--- src/hw/rtl/content_defined_chunker_top_macros.svh ---
// assertion macros shared by the chunker rtl
`ifndef CONTENT_DEFINED_CHUNKER_TOP_MACROS_SVH
`define CONTENT_DEFINED_CHUNKER_TOP_MACROS_SVH

`ifndef NO_ASSERTIONS
// checked only outside reset
`define CDCHK_ASSERT(label, prop, msg) \
  label: assert property (@(posedge clk) disable iff (rst) prop) else $error(msg);
// checked on every edge, reset included
`define CDCHK_ASSERT_ALWAYS(label, prop, msg) \
  label: assert property (@(posedge clk) prop) else $error(msg);
`else
`define CDCHK_ASSERT(label, prop, msg)
`define CDCHK_ASSERT_ALWAYS(label, prop, msg)
`endif

`endif

--- src/hw/rtl/cdchk_pkg.sv ---
// types and constants of the content defined chunker
package cdchk_pkg;

  localparam int LenW = 24;
  localparam int CfgIdxW = 3;
  localparam logic [LenW-1:0] LEN_MAX = 24'hFFFFFF;

  // configuration register indexes
  localparam logic [CfgIdxW-1:0] REG_PRIME        = 3'd0;
  localparam logic [CfgIdxW-1:0] REG_WINDOW_POWER = 3'd1;
  localparam logic [CfgIdxW-1:0] REG_MATCH_MASK   = 3'd2;
  localparam logic [CfgIdxW-1:0] REG_MIN_SIZE     = 3'd3;
  localparam logic [CfgIdxW-1:0] REG_MAX_SIZE     = 3'd4;

  // cut reason codes
  localparam logic [1:0] REASON_NONE    = 2'd0;
  localparam logic [1:0] REASON_CONTENT = 2'd1;
  localparam logic [1:0] REASON_MAX     = 2'd2;
  localparam logic [1:0] REASON_LAST    = 2'd3;

  typedef struct packed {
    logic [7:0] data_byte;
    logic       end_of_input;
  } in_item_t;

  typedef struct packed {
    logic [7:0]      byte_out;
    logic            chunk_end;
    logic [1:0]      cut_reason;
    logic [LenW-1:0] chunk_length;
  } out_item_t;

  typedef struct packed {
    logic [31:0]     prime;
    logic [31:0]     window_power;
    logic [31:0]     match_mask;
    logic [LenW-1:0] min_size;
    logic [LenW-1:0] max_size;
  } cfg_t;

  // item after the ring access: new byte plus the byte it displaced
  typedef struct packed {
    logic [7:0] data_byte;
    logic       end_of_input;
    logic [7:0] old_byte;
  } stage1_t;

endpackage

--- src/hw/rtl/cdchk_cfg.sv ---
// configuration register file of the chunker
module cdchk_cfg import cdchk_pkg::*; (
  input  logic               clk,
  input  logic               rst,
  input  logic               cfg_valid,
  output logic               cfg_ready,
  input  logic [CfgIdxW-1:0] cfg_index,
  input  logic [31:0]        cfg_data,
  output cfg_t               regs
);

  assign cfg_ready = 1'b1;

  always_ff @(posedge clk) begin
    if (rst) begin
      regs.prime        <= 32'd31;
      regs.window_power <= 32'd0;
      regs.match_mask   <= 32'd4095;
      regs.min_size     <= 24'd2048;
      regs.max_size     <= 24'd65536;
    end else if (cfg_valid && cfg_ready) begin
      case (cfg_index)
        REG_PRIME:        regs.prime        <= cfg_data;
        REG_WINDOW_POWER: regs.window_power <= cfg_data;
        REG_MATCH_MASK:   regs.match_mask   <= cfg_data;
        REG_MIN_SIZE:     regs.min_size     <= cfg_data[LenW-1:0];
        REG_MAX_SIZE:     regs.max_size     <= cfg_data[LenW-1:0];
        default: ;
      endcase
    end
  end

endmodule

--- src/hw/rtl/cdchk_ring.sv ---
// window ring memory and the first pipeline stage
`include "content_defined_chunker_top_macros.svh"

module cdchk_ring import cdchk_pkg::*; #(
  parameter int WINDOW_BYTES = 48
) (
  input  logic     clk,
  input  logic     rst,
  input  logic     data_valid,
  output logic     data_stall,
  input  in_item_t data_item,
  input  logic     take,
  output logic     s1_valid,
  output stage1_t  s1_item
);

  localparam int PtrW = $clog2(WINDOW_BYTES);
  localparam logic [PtrW-1:0] PtrLast = PtrW'(WINDOW_BYTES - 1);

  logic [7:0]      ring [WINDOW_BYTES];
  logic [PtrW-1:0] ptr;
  logic            s1_free;
  logic            accept;

  assign s1_free    = !s1_valid || take;
  assign data_stall = !s1_free;
  assign accept     = data_valid && s1_free;

  always_ff @(posedge clk) begin
    if (rst) begin
      ptr      <= '0;
      s1_valid <= 1'b0;
    end else begin
      if (accept) begin
        ptr <= (ptr == PtrLast) ? '0 : ptr + 1'b1;
      end
      if (accept) begin
        s1_valid <= 1'b1;
      end else if (take) begin
        s1_valid <= 1'b0;
      end
    end
  end

  // read-first access: old byte out, new byte in, same slot
  always_ff @(posedge clk) begin
    if (accept) begin
      s1_item.old_byte     <= ring[ptr];
      ring[ptr]            <= data_item.data_byte;
      s1_item.data_byte    <= data_item.data_byte;
      s1_item.end_of_input <= data_item.end_of_input;
    end
  end

  `CDCHK_ASSERT(a_s1_hold, s1_valid && !take |=> s1_valid && $stable(s1_item), "stage 1 item lost while stalled")
  `CDCHK_ASSERT(a_ptr_step, accept |=> ptr != $past(ptr), "ring pointer did not advance")
  `CDCHK_ASSERT_ALWAYS(a_stall_full, data_stall |-> s1_valid, "stall raised with empty stage")

endmodule

--- src/hw/rtl/cdchk_hash.sv ---
// eviction product, rolling hash update, cut decision and result register
`include "content_defined_chunker_top_macros.svh"

module cdchk_hash import cdchk_pkg::*; #(
  parameter int WINDOW_BYTES = 48
) (
  input  logic      clk,
  input  logic      rst,
  input  cfg_t      regs,
  input  logic      s1_valid,
  input  stage1_t   s1_item,
  output logic      take,
  output logic      result_valid,
  input  logic      result_stall,
  output out_item_t result_item
);

  localparam logic [LenW-1:0] WinLen = LenW'(WINDOW_BYTES);

  logic            s2_valid;
  logic [7:0]      s2_byte;
  logic            s2_last;
  logic [31:0]     s2_evict;
  logic [31:0]     evict_next;
  logic            out_free;
  logic            s2_move;
  logic            s1_move;

  logic [31:0]     rolling_hash;
  logic [LenW-1:0] bytes_in_chunk;
  logic [LenW-1:0] count;
  logic [31:0]     hash_mix;
  logic [31:0]     hash_new;
  logic [1:0]      reason;
  logic            cut;

  assign out_free = !result_valid || !result_stall;
  assign s2_move  = s2_valid && out_free;
  assign take     = !s2_valid || s2_move;
  assign s1_move  = s1_valid && take;

  // oldest byte times prime^window, ready one stage ahead
  assign evict_next = regs.window_power * {24'd0, s1_item.old_byte};

  always_comb begin
    count    = (bytes_in_chunk == LEN_MAX) ? bytes_in_chunk : bytes_in_chunk + 1'b1;
    hash_mix = rolling_hash * regs.prime + {24'd0, s2_byte};
    hash_new = (count > WinLen) ? hash_mix - s2_evict : hash_mix;
    if (count >= WinLen && count >= regs.min_size && (hash_new & regs.match_mask) == 32'd0) begin
      reason = REASON_CONTENT;
    end else if (count >= regs.max_size) begin
      reason = REASON_MAX;
    end else if (s2_last) begin
      reason = REASON_LAST;
    end else begin
      reason = REASON_NONE;
    end
    cut = (reason != REASON_NONE);
  end

  always_ff @(posedge clk) begin
    if (rst) begin
      s2_valid       <= 1'b0;
      result_valid   <= 1'b0;
      rolling_hash   <= '0;
      bytes_in_chunk <= '0;
    end else begin
      if (s1_move) begin
        s2_valid <= 1'b1;
      end else if (s2_move) begin
        s2_valid <= 1'b0;
      end
      if (s2_move) begin
        result_valid   <= 1'b1;
        rolling_hash   <= cut ? 32'd0 : hash_new;
        bytes_in_chunk <= cut ? '0 : count;
      end else if (!result_stall) begin
        result_valid <= 1'b0;
      end
    end
  end

  always_ff @(posedge clk) begin
    if (s1_move) begin
      s2_byte  <= s1_item.data_byte;
      s2_last  <= s1_item.end_of_input;
      s2_evict <= evict_next;
    end
    if (s2_move) begin
      result_item.byte_out     <= s2_byte;
      result_item.chunk_end    <= cut;
      result_item.cut_reason   <= reason;
      result_item.chunk_length <= count;
    end
  end

  `CDCHK_ASSERT(a_restart, s2_move && cut |=> rolling_hash == '0 && bytes_in_chunk == '0, "no restart")
  `CDCHK_ASSERT(a_count, s2_move && !cut |=> bytes_in_chunk == $past(count), "length stuck")
  `CDCHK_ASSERT(a_content_len, result_valid && result_item.cut_reason == REASON_CONTENT |-> result_item.chunk_length >= WinLen, "early cut")

endmodule

--- src/hw/rtl/content_defined_chunker_top.sv ---
// top level of the content defined chunker
//
// usage
//   data channel: one stream byte per item (data_valid / data_stall), with a
//   flag on the last byte of the stream. result channel: one item per byte
//   (result_valid / result_stall) carrying the byte, a chunk end flag, the
//   cut reason and the chunk length so far.
//   cfg channel: register writes (cfg_valid / cfg_ready, always ready),
//   index 0 prime, 1 window power, 2 cut mask, 3 min size, 4 max size.
//   write only while no item is in flight.
// timing
//   one item per cycle while result_stall is low; a result is registered
//   after the ring read, eviction product and hash update stages; the hash
//   update multiply, add and mask compare set the cycle time
// reset
//   rst clears the pipeline, hash, length and ring pointer and loads the
//   register defaults. the ring memory is not cleared; a slot's old byte only
//   counts after a full window of writes inside the current chunk.
// stall
//   a stalled result holds; items fill the stage 1 and stage 2 registers
//   that are still empty before data_stall rises.
module content_defined_chunker_top import cdchk_pkg::*; #(
  parameter int WINDOW_BYTES = 48
) (
  input  logic               clk,
  input  logic               rst,
  // byte items in
  input  logic               data_valid,
  output logic               data_stall,
  input  in_item_t           data_item,
  // result items out
  output logic               result_valid,
  input  logic               result_stall,
  output out_item_t          result_item,
  // register writes
  input  logic               cfg_valid,
  output logic               cfg_ready,
  input  logic [CfgIdxW-1:0] cfg_index,
  input  logic [31:0]        cfg_data
);

  cfg_t    regs;      // current configuration
  logic    s1_valid;  // item holds its displaced ring byte
  stage1_t s1_item;
  logic    take;      // hash side can take the stage 1 item

  cdchk_cfg u_cfg (
    .clk       (clk),
    .rst       (rst),
    .cfg_valid (cfg_valid),
    .cfg_ready (cfg_ready),
    .cfg_index (cfg_index),
    .cfg_data  (cfg_data),
    .regs      (regs)
  );

  // window ring: read old byte and write new byte at one slot per item
  cdchk_ring #(
    .WINDOW_BYTES (WINDOW_BYTES)
  ) u_ring (
    .clk        (clk),
    .rst        (rst),
    .data_valid (data_valid),
    .data_stall (data_stall),
    .data_item  (data_item),
    .take       (take),
    .s1_valid   (s1_valid),
    .s1_item    (s1_item)
  );

  // eviction product, hash update, cut decision, result register
  cdchk_hash #(
    .WINDOW_BYTES (WINDOW_BYTES)
  ) u_hash (
    .clk          (clk),
    .rst          (rst),
    .regs         (regs),
    .s1_valid     (s1_valid),
    .s1_item      (s1_item),
    .take         (take),
    .result_valid (result_valid),
    .result_stall (result_stall),
    .result_item  (result_item)
  );

endmodule

--- config.mk ---
export PLATFORM = sky130hd
export DESIGN_NAME = content_defined_chunker_top
export DESIGN_NICKNAME = d
export VERILOG_FILES = /design/src/hw/rtl/cdchk_pkg.sv /design/src/hw/rtl/cdchk_cfg.sv /design/src/hw/rtl/cdchk_ring.sv /design/src/hw/rtl/cdchk_hash.sv /design/src/hw/rtl/content_defined_chunker_top.sv
export VERILOG_INCLUDE_DIRS = /design/src /design/src/hw/rtl
export SDC_FILE = /design/constraint.sdc
export NUM_CORES = 2
export LEC_CHECK = 0
export BUFFER_PORTS_ARGS = -buffer_cell sky130_fd_sc_hd__buf_4
export CAP_MARGIN = 40
export CORE_MARGIN = 2
export CORE_UTILIZATION = 55
export DETAILED_ROUTE_END_ITERATION = 10
export GPL_ROUTABILITY_DRIVEN = 0
export GPL_TIMING_DRIVEN = 1
export PLACE_DENSITY = 0.8
export SLEW_MARGIN = 20
export SYNTH_ARGS = -nofsm -noshare
export SYNTH_HDL_FRONTEND = slang
export SYNTH_SLANG_ARGS = --single-unit
--- constraint.sdc ---
create_clock -name clk -period 14.3 [get_ports clk]
set_input_delay 4.29 -clock clk [delete_from_list [all_inputs] [get_ports clk]]
set_output_delay 4.29 -clock clk [all_outputs]
set_load 0.03 [all_outputs]
==> key figures <==
Outcome
  – Status: complete, no violations

GRT
  – Largest net degree at the start of global routing: between 100 and 150
  – All-Layer GR Usage: 29.6%
  – Vias in the first global route: ~39,000
  – Antenna violations before repair: 2
  – GRT overflow: 0
  – Global-route wire length before repair: between 200,000 and 250,000 µm

Route
  – Vias per cell: 5.99
  – DR vias: 38,251
  – Post-route antenna net violation count: 0
  – Highest routed layer: met5
  – WL/cell: roughly 23 µm
  – DR iter-0 viols: 4,301
  – Pre-Repair DR Iteration Count: 8
  – DR DRC count: 0
  – Metal3 WL: between 15,000 and 20,000 µm
  – Routed wire length: around 140,000 µm
  – Met2 wire len: roughly 64,000 µm
  – Met1 Wirelength: approximately 54,000 µm

Setup path
  – CP max stage delay: roughly 0.68 ns
  – WP data required: roughly 15 ns
  – Worst Path Arrival: 12.09 ns
  – R2R setup slack: between 2 and 3 ns
  – FF-to-FF Start: u_cfg.regs[115]$_SDFFE_PP1P_
  – CP max FO: 22
  – RR Endpoint: u_hash.rolling_hash[30]$_SDFFE_PP0P_
  – Setup crit end: u_hash.rolling_hash[30]$_SDFFE_PP0P_
  – Startpoint types: flop
  – Worst r2r path cells: 35
  – Crit Path Class: reg2reg
  – Slowest CP cell: dfxtp_1
  – Setup crit end kind: flop
  – Critical path's most frequent cell: fa_1
  – Crit. Startpoint: u_cfg.regs[115]$_SDFFE_PP1P_

Clocking
  – Root buffer cell: clkbuf_16
  – Cts hold-fix bufs: 0
  – Clk sinks: between 600 and 700
  – Post-CTS Setup Inserts: 0
  – CTS-repair resized insts: 0
  – CTS tree: yes
  – Clk_lat worst skew: 0.68 ns
  – Number of H-tree levels: 2
  – Clock-pin slew on the worst setup and hold paths: 0.08 ns
  – CTS buffer count: 60
  – Bufs on Longest Clock Path: 3

Timing
  – Final worst-path cycle share: 81.0%
  – Minimum clock period: around 12 ns
  – Max Freq: approximately 86 MHz
  – Fin Setup TNS: 0 ns
  – Rel. slew slack: 37.1%
  – Slew Limit Fails: 0
  – Fin. Hold Viols: 0
  – Worst-margin pin slew: 0.942 ns
  – # setup viols final: 0
  – Worst Skew: ~0.066 ns
  – RSZ-0062 raised after global routing: false

Layout
  – Layout Nets: around 6,000
  – Syn-to-layout area delta: 7.94%
  – Share of cells above drive strength 1: under 10%
  – # fillers: about 7,500
  – Final Cell Area: between 0.05 and 0.06 mm²

Synth
  – Area contributors post-synth: edfxtp_1 (27%), fa_1 (22%), dfxtp_1 (8.0%), ha_1 (6.4%), nand2_1 (6.0%)
  – Seq/Total Area, Yosys: between 30% and 40%
  – Netlist Area Pre-Place: 0.0521 mm²
  – Dominant synthesized flop cell: edfxtp_1
  – Syn avg cell area: ~10 µm²
  – Yosys synthesis warning count: 0
  – Top-area cell type share of the netlist area: between 20% and 30%
  – Net Count, Synth: between 6,000 and 7,000
  – Unique cell type count in the Yosys netlist: 87
  – Synthesized flop and latch total: approximately 690
  – Cell taking the most area after synthesis: edfxtp_1
  – Post-synth ARST share: 0%
  – Number of enable flip-flop cells after synthesis: between 400 and 500
  – Syn Inst Count: ~5,100

Power
  – Flop pwr share: about half
  – Combinational share of power: 13.3%
  – Static leakage power: 0.0210 µW
  – Int Power: about 3200 µW
  – Peak supply drop: ~0.17 mV
  – Switching Fraction: a little over a quarter
  – Switch Pwr: ~1200 µW
  – Clock power frac: between 30 and 40%
  – PD cells: 78.9 mW/mm²

Place
  – Placed Area: 0.0541 mm²
  – Number of buffers added on ports: between 80 and 90
  – Hpwl dp: approximately 100,000 µm

Floorplanning
  – Die area: slightly below 0.1 mm²
  – Height of the die: 312 µm
  – FP Rows: roughly 110
  – Initial core utilization: around 56%
  – Core Box Area: 0.0936 mm²
  – Die Wd: 312 µm
  – I/O pin cnt: 87

Hold path
  – Worst Hold Class: reg2reg

Run
  – Max_cap viols: 0
==> kinds of logic after synthesis <==
| family | after synthesis | synth area share, % |
|---|---|---|
| AND/OR/NAND/NOR | 1648 | 15.1 |
| buffers and inverters | 977 | 7.14 |
| adder cells (fa/ha/maj) | 840 | 28.4 |
| AO/OA/AOI/OAI | 754 | 9.83 |
| flip-flops | 686 | 35.5 |
| XOR/XNOR | 168 | 2.85 |
| multiplexers | 52 | 1.17 |
| other | 1 | 0.00719 |
==> critical path, delay by kind of cell (launching register included) <==
kind                     cells  cell delay [ns]
AO/OA/AOI/OAI               10             2.69
adder cells (fa/ha/maj)     10             4.74
buffers and inverters        6             0.60
flip-flops                   1             0.68
AND/OR/NAND/NOR              8             2.29
multiplexers                 1             0.39
==> synth_stat cells (11+ instances only) <==
library cell	instances
a211oi_1	14
a21o_1	39
a21oi_1	234
a221oi_1	44
a22o_1	62
a22oi_1	82
a31oi_1	51
and2_1	395
and3_1	20
buf_1	23
buf_2	13
clkbuf_1	248
dfxtp_1	209
edfxtp_1	477
fa_1	572
ha_1	268
inv_1	686
mux2_2	15
mux2i_1	30
nand2_1	836
nand2b_1	15
nand3_1	61
nand3b_1	23
nand4_1	23
nor2_1	146
nor2b_1	18
nor3_1	28
nor4_1	16
o211ai_1	14
o21a_1	19
o21ai_0	70
o21ai_2	11
o21bai_1	13
or2_2	12
or3_1	17
xnor2_1	126
xor2_1	41
==> placed cells by master (no fill, tap or decap), drive strengths merged, types with 30 or more instances in the layout <==
cell type  count
clkbuf        65
mux2i         30
a31oi         51
inv          690
buf          180
o21ai         91
nor2         146
ha           268
a22oi         83
dfxtp        209
nor3          30
a21o          39
fa           572
a221oi        44
nand2        836
and2         397
nand3         62
a21oi        234
xor2          41
xnor2        126
edfxtp       477
a22o          62
==> metrics by stage <==
stage               util [%]  setup WS [ns]  cells  hold WS [ns]  total power (µW)
finish                  60.1           2.71   6383         0.422              4440
global route            60.1           2.19   6380         0.424              4570
CTS                     59.9           2.82   6360         0.421              4430
detailed placement      57.8           2.85   6250         0.405              2790
global placement        57.2           2.89   6216         0.401              2760
floorplan                  -           4.29   5126         0.400              2580
==> routing by layer <==
layer	GRT usage (%)	up-vias
li1	-	16755
met1	39.0	18769
met2	45.6	2301
met3	6.68	424
met4	16.4	2
met5	0	-
==> flip-flops by register name (all words and copies together), names as in the netlist, 6 cells and up <==
| signal | cells |
|---|---|
| u_hash.rolling_hash | 32 |
| u_ring.ptr | 6 |
| u_ring.ring | 384 |
| u_hash.bytes_in_chunk | 24 |
| u_hash.s2_evict | 32 |
| u_hash.result_item | 35 |
| u_ring.s1_item | 17 |
| u_hash.s2_byte | 8 |
| u_cfg.regs | 144 |
==> layout make-up <==
type | instances | area [µm²] | share of cell area [%]
Antenna cell | 3 | 7.51 | 0.0133
Clock buffer | 65 | 1520 | 2.70
Clock inverter | 45 | 483 | 0.858
Inverter | 686 | 2570 | 4.58
Multi-Input combinational cell | 3463 | 30000 | 53.2
Sequential cell | 686 | 18500 | 32.9
Tap cell | 1254 | 1570 | 2.79
Timing Repair Buffer | 181 | 1660 | 2.96
==> how the worst min path moves through the flow <==
stage | startpoint | endpoint | slack [ns] | cells after the start
2_1_floorplan | u_ring.s1_item[9]$_DFFE_PP_ | u_hash.s2_byte[0]$_DFFE_PP_ | 0.40 | 0
3_3_place_gp | u_ring.s1_item[16]$_DFFE_PP_ | u_hash.s2_byte[7]$_DFFE_PP_ | 0.40 | 0
3_5_place_dp | u_ring.s1_item[16]$_DFFE_PP_ | u_hash.s2_byte[7]$_DFFE_PP_ | 0.41 | 0
4_1_cts | u_ring.s1_item[12]$_DFFE_PP_ | u_hash.s2_byte[3]$_DFFE_PP_ | 0.42 | 0
5_1_grt | u_ring.s1_item[15]$_DFFE_PP_ | u_hash.s2_byte[6]$_DFFE_PP_ | 0.42 | 0
6_report | u_ring.s1_item[12]$_DFFE_PP_ | u_hash.s2_byte[3]$_DFFE_PP_ | 0.42 | 0
==> power groups by stage <==
| stage | clock (µW) | sequential [µW] | combinational, µW |
|---|---|---|---|
| after floorplan | 0 | 2210 | 364 |
| after global placement | 0 | 2240 | 524 |
| after detailed placement | 0 | 2230 | 565 |
| after CTS | 1680 | 2180 | 570 |
| after global routing | 1740 | 2180 | 636 |
| final | 1670 | 2180 | 589 |
Power figures use the tool's default switching activity.
